--- src/rtl/core/ieurf_pkg.sv ---
`default_nettype none

package ieurf_pkg;

  localparam int XLEN      = 32;
  localparam int REG_COUNT = 32;
  localparam int REG_AW    = $clog2(REG_COUNT);

  typedef logic [XLEN-1:0]   word_t;
  typedef logic [REG_AW-1:0] reg_idx_t;
  typedef logic [3:0]        label_t;

  // Operation codes; 14 and 15 are undefined and produce an all-zero result.
  typedef enum logic [3:0] {
    OP_ADD  = 4'd0,
    OP_ADDI = 4'd1,
    OP_SUB  = 4'd2,
    OP_MUL  = 4'd3,
    OP_AND  = 4'd4,
    OP_ANDI = 4'd5,
    OP_OR   = 4'd6,
    OP_ORI  = 4'd7,
    OP_NOR  = 4'd8,
    OP_SLT  = 4'd9,
    OP_SLTI = 4'd10,
    OP_BEQ  = 4'd11,
    OP_BNE  = 4'd12,
    OP_J    = 4'd13
  } op_t;

  localparam logic STATUS_OK        = 1'b0;
  localparam logic STATUS_WR_ZERO   = 1'b1;

endpackage

`default_nettype wire

--- src/rtl/core/integer_execute_unit_regfile.sv ---
`default_nettype none

// Integer execute unit with a 32 x 32-bit register file (register 0 reads as
// zero). One decoded instruction is taken per transfer on the input channel
// and exactly one result transfer follows on the output channel. The unit
// sustains one instruction per cycle while the output is not stalled. An
// instruction is accepted in every cycle in which the read stage is empty or
// moving on to the result register. The read stage moves on whenever the
// result register is free or being drained. Only output backpressure stalls
// the input. The path has two register stages, the read stage and the
// result register. The input transfer edge reads both register-file ports
// into registers. The edge on which the read stage moves on runs the ALU
// (including a 32x32 low-half multiply), loads the result register and
// writes the destination back. A write that retires in the same cycle as a
// dependent instruction is read is forwarded, so back-to-back dependent
// instructions see the newest value. The register file comes out of reset
// as all zeros through per-entry valid bits; no clearing pass is needed.
// Branches (beq, bne) compare dest_reg against source_reg; a target label
// at or above LABEL_COUNT is never taken. An ALU write to register 0 is
// refused with status 1.
module integer_execute_unit_regfile #(
  parameter int LABEL_COUNT = 16
) (
  input  wire logic                  clk,
  input  wire logic                  rst,
  // instruction channel
  input  wire logic                  in_valid,
  output logic                       in_ready,
  input  wire logic [3:0]            operation,
  input  wire ieurf_pkg::reg_idx_t   dest_reg,
  input  wire ieurf_pkg::reg_idx_t   source_reg,
  input  wire ieurf_pkg::reg_idx_t   second_reg,
  input  wire logic signed [15:0]    immediate,
  input  wire ieurf_pkg::label_t     target_label,
  // result channel
  output logic                       out_valid,
  input  wire logic                  out_ready,
  output logic                       status,
  output logic                       branch_taken,
  output ieurf_pkg::label_t          branch_target,
  output logic signed [31:0]         written_value
);

  import ieurf_pkg::*;

  // ---------------------------------------------------------------------------
  // Register file storage: data array plus a valid bit per entry so that reset
  // makes every register read as zero. Entry 0 is never written.
  // ---------------------------------------------------------------------------
  word_t                rf_mem [REG_COUNT];
  logic [REG_COUNT-1:0] rf_valid;

  // ---------------------------------------------------------------------------
  // Stage 1: operands read, instruction fields held
  // ---------------------------------------------------------------------------
  logic     s1_valid;
  logic [3:0] s1_op;
  reg_idx_t s1_rd;
  word_t    s1_imm;
  label_t   s1_label;

  // raw read data, valid flag and forward select for each read port
  word_t    a_raw, b_raw;
  logic     a_ok, b_ok;
  logic     a_fwd, b_fwd;
  word_t    fwd_data;

  logic     in_xfer;
  logic     s1_adv;

  // write-back from stage 1 into the file
  logic     wr_en;
  reg_idx_t wr_addr;
  word_t    wr_data;

  // read addresses; branches compare dest_reg on port B
  reg_idx_t ra_addr, rb_addr;
  logic     in_is_branch;

  assign s1_adv   = s1_valid && (!out_valid || out_ready);
  assign in_ready = !s1_valid || s1_adv;
  assign in_xfer  = in_valid && in_ready;

  assign in_is_branch = (operation == OP_BEQ) || (operation == OP_BNE);
  assign ra_addr      = source_reg;
  assign rb_addr      = in_is_branch ? dest_reg : second_reg;

  // Register file read port registers; forwarding covers a write retiring in
  // the cycle the read is taken.
  always_ff @(posedge clk) begin
    if (in_xfer) begin
      a_raw    <= rf_mem[ra_addr];
      b_raw    <= rf_mem[rb_addr];
      a_ok     <= rf_valid[ra_addr];
      b_ok     <= rf_valid[rb_addr];
      a_fwd    <= wr_en && (wr_addr == ra_addr);
      b_fwd    <= wr_en && (wr_addr == rb_addr);
      fwd_data <= wr_data;
    end
  end

  // Register file write port
  always_ff @(posedge clk) begin
    if (wr_en) begin
      rf_mem[wr_addr] <= wr_data;
    end
  end

  always_ff @(posedge clk) begin
    if (rst) begin
      rf_valid <= '0;
    end else if (wr_en) begin
      rf_valid[wr_addr] <= 1'b1;
    end
  end

  // Stage 1 control and payload
  always_ff @(posedge clk) begin
    if (rst) begin
      s1_valid <= 1'b0;
    end else if (in_xfer) begin
      s1_valid <= 1'b1;
    end else if (s1_adv) begin
      s1_valid <= 1'b0;
    end
  end

  always_ff @(posedge clk) begin
    if (in_xfer) begin
      s1_op    <= operation;
      s1_rd    <= dest_reg;
      s1_imm   <= word_t'(signed'(immediate));
      s1_label <= target_label;
    end
  end

  // ---------------------------------------------------------------------------
  // Execute: operand select, ALU and branch decision
  // ---------------------------------------------------------------------------
  word_t opa, opb;
  word_t alu_val;
  logic  is_alu;
  logic  cond_taken;
  logic  label_ok;

  assign opa = a_fwd ? fwd_data : (a_ok ? a_raw : '0);
  assign opb = b_fwd ? fwd_data : (b_ok ? b_raw : '0);

  assign label_ok = 32'(s1_label) < 32'(LABEL_COUNT);

  always_comb begin
    alu_val    = '0;
    is_alu     = 1'b1;
    cond_taken = 1'b0;
    unique case (op_t'(s1_op))
      OP_ADD:  alu_val = opa + opb;
      OP_ADDI: alu_val = opa + s1_imm;
      OP_SUB:  alu_val = opa - opb;
      OP_MUL:  alu_val = word_t'(opa * opb);
      OP_AND:  alu_val = opa & opb;
      OP_ANDI: alu_val = opa & s1_imm;
      OP_OR:   alu_val = opa | opb;
      OP_ORI:  alu_val = opa | s1_imm;
      OP_NOR:  alu_val = ~(opa | opb);
      OP_SLT:  alu_val = word_t'($signed(opa) < $signed(opb));
      OP_SLTI: alu_val = word_t'($signed(opa) < $signed(s1_imm));
      OP_BEQ: begin
        is_alu     = 1'b0;
        cond_taken = (opb == opa);
      end
      OP_BNE: begin
        is_alu     = 1'b0;
        cond_taken = (opb != opa);
      end
      OP_J: begin
        is_alu     = 1'b0;
        cond_taken = 1'b1;
      end
      default: begin
        is_alu = 1'b0;
      end
    endcase
  end

  assign wr_en   = s1_adv && is_alu && (s1_rd != '0);
  assign wr_addr = s1_rd;
  assign wr_data = alu_val;

  // ---------------------------------------------------------------------------
  // Result register
  // ---------------------------------------------------------------------------
  always_ff @(posedge clk) begin
    if (rst) begin
      out_valid <= 1'b0;
    end else if (s1_adv) begin
      out_valid <= 1'b1;
    end else if (out_ready) begin
      out_valid <= 1'b0;
    end
  end

  always_ff @(posedge clk) begin
    if (s1_adv) begin
      status        <= (is_alu && s1_rd == '0) ? STATUS_WR_ZERO : STATUS_OK;
      branch_taken  <= !is_alu && cond_taken && label_ok;
      branch_target <= (!is_alu && cond_taken && label_ok) ? s1_label : '0;
      written_value <= (is_alu && s1_rd != '0) ? signed'(alu_val) : '0;
    end
  end

  // ---------------------------------------------------------------------------
  // Assertions
  // ---------------------------------------------------------------------------
  a_zero_never_written: assert property (@(posedge clk) disable iff (rst)
    !rf_valid[0])
    else $error("register 0 marked written");

  a_refused_no_value: assert property (@(posedge clk) disable iff (rst)
    (out_valid && status) |-> (written_value == '0 && !branch_taken))
    else $error("refused write carries a value or branch");

  a_taken_clean: assert property (@(posedge clk) disable iff (rst)
    (out_valid && branch_taken) |-> (status == STATUS_OK && written_value == '0))
    else $error("taken branch with ALU fields set");

  a_write_retires: assert property (@(posedge clk) disable iff (rst)
    wr_en |=> (out_valid && written_value == $past(wr_data)))
    else $error("register write not reported in result");

  a_ready_when_empty: assert property (@(posedge clk) disable iff (rst)
    !s1_valid |-> in_ready)
    else $error("input stalled with empty read stage");

endmodule

`default_nettype wire

--- config.mk ---
export PLATFORM = sky130hd
export DESIGN_NAME = integer_execute_unit_regfile
export DESIGN_NICKNAME = d
export VERILOG_FILES = /design/src/rtl/core/ieurf_pkg.sv /design/src/rtl/core/integer_execute_unit_regfile.sv
export SDC_FILE = /design/constraint.sdc
export NUM_CORES = 2
export LEC_CHECK = 0
export BUFFER_PORTS_ARGS = -buffer_cell sky130_fd_sc_hd__buf_2
export CAP_MARGIN = 20
export CORE_MARGIN = 5
export CORE_UTILIZATION = 35
export DETAILED_ROUTE_END_ITERATION = 8
export GPL_ROUTABILITY_DRIVEN = 0
export MAX_ROUTING_LAYER = met4
export PLACE_DENSITY_LB_ADDON = 0.12
export RECOVER_POWER = 100
export SYNTH_ARGS = -nofsm -noshare
export SYNTH_HDL_FRONTEND = slang
export SYNTH_SLANG_ARGS = --single-unit
--- constraint.sdc ---
create_clock -name clk -period 11.75 [get_ports clk]
set_input_delay 2.35 -clock clk [delete_from_list [all_inputs] [get_ports clk]]
set_output_delay 2.35 -clock clk [all_outputs]
set_load 0.005 [all_outputs]
==> metrics.txt <==
status=finished, violations left; failing checks=max-capacitance violations, max-slew violations; Primary FF master, synth=edfxtp_1; CTS root buf=clkbuf_16; Net Switching=5.74 mW; core area=0.225 mm^2; post-synthesis compound-gate area fraction=0.0870; Slew Viols, Final=2,411; worst slew pin tran=4.64 ns; Synth Cell Area=0.0791 mm^2; Top delay family on crit path=adder cells; Internal=9.97 mW; final wirelength=287,000 um; DIE HEIGHT=485 um; Worst-Skew Late Latency=0.81 ns; Ys Warns=0; Critical Path RT=12.29 ns; CP Class=register to register; CP max stage cell=clkbuf_1; Synth top area share=0.452; Yosys cell types=99; critical hold path startpoint=rf_valid[28]; # port buffers=82; RSZ-0062 raised after global routing=false; largest net degree at the start of global routing=145; Clock Pin Slew Worst Setup and Hold Paths=0.06 ns; endpoints failing hold=0; Detailed Routing Iterations Pass 1=5; minimum clock period=10.74 ns; Syn Area/Cell=12.8 um^2; Hold Crit Endpoint=rf_valid[28]; antenna violations before repair=12; layout cell share with drive strength beyond 1=0.168; Clock Skew=0.0401 ns; CTS tree=built; vias per cell=5.64; clock power share=0.288; fillers=21,507; VDD IR max=0.172 mV; power per cell area=179 mW/mm^2; Seq cells post-synth=1,225; initial cell density of the core=0.352; final hold slack=0.486 ns; share of power burned in combinational logic=0.369; Sequential Area=0.0364 mm^2; Post-route DRC=0; CP endpoint kind=register; leading post-synthesis cells by cell area=edfxtp_1, fa_1, mux4_2; total I/O pin count=83; Starting DRT DRC Count=4,822; WP buf/inv=4; share of synthesized flip-flops with an asynchronous set or reset=0; CP Launch Type=register; Final Non-Filler Cells=9,337; dpl cells=9,067; Die ar.=0.236 mm^2; post-synthesis mux area share=0.171; CTS sink cnt=1,225; XOR/XNOR share of the synthesized area=0.0154; Worst EP arrival=11.27 ns; share of total power in sequential cells=0.343; H-tree level count=4; Core Util, Final=0.390; Synth Area in Adders=0.150; R2R setup slack=1.01 ns; R2R Path End=written_value[27]; multi-input logic area=0.0394 mm^2; crit-path most repeated cell=fa_1; # setup viols final=0; GR Overflow Total=0; FMAX=93.1 MHz; worst r2r src=b_ok; vias in the first global route=53,752; post-route ant nets=0; largest area contributor in the netlist=edfxtp_1; hold crit path type=register to register; Post-Syn Instances=6,177; P_leak=32.5 nW; Post-Synth Simple-Gate Area=0.0706; EDFF count, synth=1,191; cts-stage hold buffer count=0; number of max-cap violations=91; Tcrit/Tclk final=0.914; Worst Path Max Fanout=34; nets=6,974; Die Wd=485 um; Largest stage delay, worst path=0.88 ns; first-pass GRT wire length=408,000 um; sequential area share after synthesis=0.461; dpl hpwl=184,000 um; Worst slew margin=-2.10; post-CTS sizing=0; switching part of the total=0.365; via count=52,668; R2R cell count=25; GR Util All Layers=0.247; post-route setup TNS=0 ns; cts bufs inserted=148; largest family of logic cells by synthesized area=multiplexers; drt wl/cell=30.7 um; CTS Buffer Depth=3; post-CTS setup buffers=0; Rows=174; P&R area growth vs syn=10.9%; Hold Path Stages=2
[logic make-up (layout without fill, tap and decap cells)]
group                      Yosys count  after routing
and+or+nand+nor                   1327           1327
DFF                               1225           1225
AOI/OAI and AO/OA                 1006           1006
muxes                              900            900
buffers and inverters              884           1014
adders and majority gates          705            705
xor gates and xnor gates           129            129
other                                1             39
[final cells by class]
cell class | count | area share
antenna | 7 | 0.000200
clock buffer | 180 | 0.0448
clock inverter | 81 | 0.00889
inverter | 503 | 0.0216
multi-input combinational | 4099 | 0.449
sequential | 1225 | 0.416
tap | 2992 | 0.0427
timing repair buffer | 250 | 0.0172
[worst max-delay path by stage]
stage | startpoint | endpoint | slack [ns] | cells past startpoint
2_1_floorplan | b_fwd | fwd_data[21] | 1.99 | 27
3_3_place_gp | b_ok | rf_mem[10][31] | 1.74 | 23
3_5_place_dp | b_ok | rf_mem[10][31] | 1.66 | 23
4_1_cts | b_ok | rf_mem[3][31] | 1.62 | 23
5_1_grt | operation[1] | b_ok | 0.67 | 11
6_report | b_ok | written_value[27] | 1.01 | 25
[registers in the layout (all words and copies together) (netlist names)]
signal / flops
rf_mem: 1024
a_raw: 32
b_raw: 32
fwd_data: 32
rf_valid: 32
written_value: 32
s1_imm: 16
s1_rd: 5
branch_target: 4
s1_label: 4
s1_op: 4
a_fwd: 1
a_ok: 1
b_fwd: 1
b_ok: 1
branch_taken: 1
out_valid: 1
s1_valid: 1
status: 1
[synthesized netlist by cell type, types with 43 or more instances]
master / count
nand2_1: 466
mux4_2: 330
a211oi_1: 105
and2_1: 43
o211ai_1: 144
fa_1: 410
clkbuf_1: 243
nor2_1: 632
edfxtp_1: 1191
mux2i_1: 271
o21ai_0: 182
a21oi_1: 232
inv_1: 469
buf_2: 54
mux2_2: 299
xnor2_1: 92
buf_1: 57
ha_1: 294
[routing by layer]
metal,wire length (um),share of wire,GRT usage
met2,135000,0.47,0.392
met4,12300,0.043,0.0872
met3,15300,0.053,0.0323
met1,125000,0.43,0.327
met5,0,0,-
[power groups by stage]
stage	clock (mW)	sequential, mW	combinational (mW)
2_1_floorplan	0	5.43	3.61
3_3_place_gp	0	5.47	5.71
3_5_place_dp	0	5.47	5.72
4_1_cts	4.64	5.37	5.77
5_1_grt	4.81	5.40	6.22
6_report	4.53	5.39	5.80
[worst reg2reg max path: stages (launching register included)]
cell      delay [ns]
edfxtp_1        0.48
nor2b_4         0.56
clkbuf_1        0.88
a22o_1          0.70
buf_4           0.46
nand2_1         0.16
fa_1            0.52
fa_1            0.51
fa_1            0.55
inv_1           0.05
ha_1            0.26
ha_1            0.30
fa_1            0.50
fa_1            0.41
ha_1            0.36
a21o_1          0.19
a21o_1          0.18
a21o_1          0.18
a221oi_1        0.74
or4_1           0.24
nand2_1         0.07
xnor2_1         0.58
o21ai_0         0.20
a221o_1         0.39
clkbuf_1        0.60
and2_1          0.40
[placed cells by master (no fill, tap or decap), drive strengths merged, types with 20 or more instances in the layout]
| master | n |
|---|---|
| a211o | 39 |
| a211oi | 105 |
| a21o | 36 |
| a21oi | 234 |
| a22o | 32 |
| a22oi | 29 |
| a31oi | 35 |
| and2 | 44 |
| buf | 138 |
| clkbuf | 292 |
| clkinv | 70 |
| conb | 32 |
| dfxtp | 34 |
| edfxtp | 1191 |
| fa | 410 |
| ha | 294 |
| inv | 497 |
| mux2 | 299 |
| mux2i | 271 |
| mux4 | 330 |
| nand2 | 467 |
| nand2b | 20 |
| nand3 | 30 |
| nor2 | 633 |
| nor3 | 26 |
| o211ai | 144 |
| o21ai | 195 |
| o221ai | 27 |
| xnor2 | 93 |
| xor2 | 30 |
[metrics by stage]
step                      instance area (um^2)  power [mW]  worst slack, ns
after floorplan                          79200        9.04             1.99
after global placement                   83500        11.2             1.74
after detailed placement                 83600        11.2             1.66
after CTS                                88300        15.8             1.62
after global routing                     87700        16.4            0.668
final                                    87700        15.7             1.01
Power figures use the tool's default switching activity.
